**src/rtl/stbs_pkg.sv**
```systemverilog
// Shared types and constants for the sorted table binary search block.
// Holds the beat payload structs and the controller/datapath command and status structs.
// No dependencies.
package stbs_pkg;

  localparam int IDX_W = 10;
  localparam int VAL_W = 32;
  localparam int CNT_W = 11;
  localparam int DEF_TABLE_DEPTH = 1024;

  localparam logic OP_WRITE  = 1'b0;
  localparam logic OP_SEARCH = 1'b1;

  typedef struct packed {
    logic                    op;
    logic [IDX_W-1:0]        entry_index;
    logic signed [VAL_W-1:0] value;
  } in_t;

  typedef struct packed {
    logic             found;
    logic [IDX_W-1:0] match_index;
  } out_t;

  typedef struct packed {
    logic wr;
    logic load;
    logic rd;
    logic step;
    logic emit_miss;
    logic emit_hit;
  } cmd_t;

  typedef struct packed {
    logic empty;
    logic eq;
  } sts_t;

endpackage

```
**src/rtl/stbs_ctrl.sv**
```systemverilog
// Controller state machine for the binary search: sequences accept, probe and compare.
// Depends on stbs_pkg for the command and status structs.
module stbs_ctrl (
  input  logic          clk,
  input  logic          rst_n,
  input  logic          start,
  input  logic          op,
  output logic          busy,
  input  stbs_pkg::sts_t sts,
  output stbs_pkg::cmd_t cmd
);
  import stbs_pkg::*;

  localparam logic [1:0] ST_IDLE  = 2'd0;
  localparam logic [1:0] ST_PROBE = 2'd1;
  localparam logic [1:0] ST_CMP   = 2'd2;

  logic [1:0] state_r;
  logic [1:0] state_nxt;
  logic       accept;

  assign busy   = (state_r != ST_IDLE);
  assign accept = start && !busy;

  always_comb begin
    state_nxt = state_r;
    cmd       = '0;
    unique case (state_r)
      ST_IDLE: begin
        if (accept) begin
          if (op == OP_SEARCH) begin
            cmd.load  = 1'b1;
            state_nxt = ST_PROBE;
          end else begin
            cmd.wr = 1'b1;
          end
        end
      end
      ST_PROBE: begin
        if (sts.empty) begin
          cmd.emit_miss = 1'b1;
          state_nxt     = ST_IDLE;
        end else begin
          cmd.rd    = 1'b1;
          state_nxt = ST_CMP;
        end
      end
      ST_CMP: begin
        if (sts.eq) begin
          cmd.emit_hit = 1'b1;
          state_nxt    = ST_IDLE;
        end else begin
          cmd.step  = 1'b1;
          state_nxt = ST_PROBE;
        end
      end
      default: begin
        state_nxt = ST_IDLE;
      end
    endcase
  end

  always_ff @(posedge clk) begin
    if (!rst_n) begin
      state_r <= ST_IDLE;
    end else begin
      state_r <= state_nxt;
    end
  end

endmodule

```
**config.mk**
```make
export PLATFORM = sky130hd
export DESIGN_NAME = stbs_ctrl
export DESIGN_NICKNAME = d
export VERILOG_FILES = /design/src/rtl/stbs_pkg.sv /design/src/rtl/stbs_ctrl.sv
export SDC_FILE = /design/constraint.sdc
export NUM_CORES = 1
export LEC_CHECK = 0
export ABC_AREA = 1
export BUFFER_PORTS_ARGS = -buffer_cell sky130_fd_sc_hd__buf_4
export CAP_MARGIN = 20
export CORE_AREA = 2 2 39 41
export DETAILED_ROUTE_END_ITERATION = 10
export DIE_AREA = 0 0 41 43
export GPL_TIMING_DRIVEN = 0
export PLACE_DENSITY = 0.34
export SYNTH_ARGS = -nofsm -noshare
export SYNTH_HDL_FRONTEND = slang
export SYNTH_SLANG_ARGS = --single-unit
export TNS_END_PERCENT = 10
```
**constraint.sdc**
```tcl
create_clock -name clk -period 1.88 [get_ports clk]
set_input_delay 0.376 -clock clk [delete_from_list [all_inputs] [get_ports clk]]
set_output_delay 0.376 -clock clk [all_outputs]
set_load 0.1 [all_outputs]
```
==> flow_metrics.env <==
export IMPL_drcViolationCount=0
export IMPL_max_slew_margin_pct=81.5
export IMPL_die_w_um=41
export IMPL_hold_viol_final=0
export IMPL_hold_path_end="state_r[1]"
export IMPL_die_area_um2=1760
export IMPL_end_kind="output pin"
export IMPL_clock_skew_ns=0.00270
export IMPL_drt_iter0_markers=1
export IMPL_path_cells="inv_1 > nor3_2 > buf_4"
export IMPL_mostFrequentLayoutCells="buf_4 (12), nand2_1 (6), inv_1 (5)"
export IMPL_cts_made_buffers=3
export IMPL_top_layer="met3"
export IMPL_seq_area_frac_synth_pct=33.0
export IMPL_powerDensity_nw_per_um2=844
export IMPL_cp_slowest_stage_delay_ns=0.41
export IMPL_wl_met2_um=186
export IMPL_synth_simple_area_share_pct=51.5
export IMPL_die_y_um=43
export IMPL_totalWireLength_um=371
export IMPL_synth_top_family_by_area="simple AND/OR/NAND/NOR gates"
export IMPL_final_period_utilization_pct=83.0
export IMPL_peakVddDrop_mv=0.117
export IMPL_wl_per_cell_um=7.00
export IMPL_hold_buffers=0
export IMPL_final_common_cell="buf_4"
export IMPL_drive_above_1_share_pct=54.1
export IMPL_fmax_mhz=641
export IMPL_slew_viol_final=0
export IMPL_num_fill_cells=176
export IMPL_p_seq_share_pct=20.7
export IMPL_hp_start="rst_n"
export IMPL_postRouteAntennaNets=0
export IMPL_synthAdderAreaFrac_pct=0
export IMPL_ff2ff_path_depth=4
export IMPL_maxCapViolations=0
export IMPL_cpLargestDelayFamily="buffers and inverters"
export IMPL_area_delta_synth_final_pct=126
export IMPL_p_sw_share_pct=40.8
export IMPL_synth_cell_types=7
export IMPL_p_clk_share_pct=40.5
export IMPL_worstPathArrival_ns=1.18
export IMPL_num_rows=14
export IMPL_hold_slack_ns=0.398
export IMPL_post_route_min_period_ns=1.56
export IMPL_syn_area_um2=121
export IMPL_rr_startpoint="state_r[0]"
export IMPL_hold_class="in -> reg"
export IMPL_total_leakage_power_nw=0.156
export IMPL_grt_setup_unrepaired="no"
export IMPL_grt_first_pass_wirelength_um=524
export IMPL_power_frac_comb_pct=38.8
export IMPL_path_class="reg -> out"
export IMPL_intPower_w=0.000137
export IMPL_antenna_found_initial=0
export IMPL_utilization_pct=19.8
export IMPL_top_regs="state_r x2"
export IMPL_largest_reg_flops=2
export IMPL_coreArea_um2=1380
export IMPL_track_usage_pct=5.01
export IMPL_min_path_cells=3
export IMPL_clkLatencyLatePin_ns=0.22
export IMPL_syn_mean_instance_area_um2=5.52
export IMPL_htreeDepth=1
export IMPL_portBuffers=12
export IMPL_wirelength_met1_um=128
export IMPL_cts_tree="done"
export IMPL_start_util_pct=8.77
export IMPL_cp_num_buf_inv=2
export IMPL_grt_ovfl_total=0
export IMPL_worst_slew_pin_slew_ns=0.279
export IMPL_clock_sinks=2
export IMPL_grt_pass1_vias=155
export IMPL_p_switching_w=0.0000944
export IMPL_synthXorXnorAreaFrac_pct=0
export IMPL_setup_viol=0
export IMPL_cp_data_required_time_ns=1.50
export IMPL_synth_area_mux_share_pct=0
export IMPL_post_cts_resized=0
export IMPL_finalNetCount=45
export IMPL_startpoint_type="flip-flop"
export IMPL_io_pins=13
export IMPL_regMostFlops="state_r"
export IMPL_synth_nets=28
export IMPL_syn_inst=22
export IMPL_gp_congestion=0.559
export IMPL_cp_max_fo=5
export IMPL_r2r_end="state_r[0]"
export IMPL_route_met3_wl_um=56
export IMPL_clockRootBuffer="clkbuf_4"
export IMPL_yosysWarnings=0
export IMPL_cts_setup_buffers=0
export IMPL_grt_max_degree=6
export IMPL_outcome="completed"
export IMPL_dr_pass1_iters=2
export IMPL_viasPerCell=3.38
export IMPL_r2r_slack_ns=1.08
export IMPL_vias=179
export IMPL_ys_seq_elements=2
export IMPL_cp_slowest_cell="dfxtp_1"
export IMPL_path_clk_slew_ns=0.03
export IMPL_synth_compound_area_share_pct=0
export IMPL_diodes=0
export IMPL_clockBufferDepth=2
power by group through the flow:
| stage | registers [W] | logic (W) | clock network [W] |
|---|---|---|---|
| finish | 0.0000480 | 0.0000897 | 0.0000936 |
| global route | 0.0000484 | 0.0000946 | 0.0000988 |
| global placement | 0.0000484 | 0.0000906 | 0 |
| detailed placement | 0.0000485 | 0.0000907 | 0 |
| floorplan | 0.0000479 | 0.0000689 | 0 |
| CTS | 0.0000481 | 0.0000907 | 0.0000995 |
logic make-up after synthesis:
logic type | Yosys count
flip-flops | 2
buffers and inverters | 5
AND/OR/NAND/NOR | 15
worst reg2reg max path: cells and delay by family (launching register included):
family | cells | cell delay (ns)
DFF | 1 | 0.35
and+or+nand+nor | 4 | 0.34
how the worst max path moves through the flow:
| stage | start | endpoint | slack, ns | cells after the start |
|---|---|---|---|---|
| floorplan | state_r[1] | cmd[0] | -0.20 | 2 |
| finish | state_r[0] | cmd[1] | 0.32 | 3 |
| global route | state_r[0] | cmd[1] | 0.23 | 3 |
| CTS | state_r[0] | cmd[1] | 0.29 | 3 |
| global placement | sts[1] | cmd[3] | 0.49 | 5 |
| detailed placement | sts[1] | cmd[3] | 0.49 | 5 |
per-stage QoR:
step                      instances  TNS [ns]  power, W  instance area (um2)  setup WS, ns
after floorplan                  22    -0.482  0.000117                  141        -0.200
after global placement           50         0  0.000139                  251         0.487
after detailed placement         50         0  0.000139                  251         0.488
after CTS                        53         0  0.000238                  274         0.294
after global routing             53         0  0.000242                  274         0.234
final                            53         0  0.000231                  274         0.320
metal layers:
layer  up-vias  track usage (%)
met2         8             6.25
met1        77             4.78
li1         94                -
met3         0             3.14
met4         0             6.00
met5         -                0
cells in the mapped netlist:
cell type / instances / area share (%)
dfxtp_1: 2 / 33
inv_1: 5 / 15
nand2_1: 6 / 19
nand3_1: 1 / 4.1
nor2_1: 5 / 15
nor2_2: 1 / 5.2
nor3_1: 2 / 8.2
final cells by class:
cell class	count	area, um2	share of cell area [%]
inverters	5	18.8	6.85
clock buffers	3	22.5	8.22
well taps	16	20.0	7.31
repair buffers	12	90.1	32.9
multi-input cells	15	82.6	30.1
flip-flops and latches	2	40.0	14.6
No activity file was read; power rests on OpenSTA's default activity.
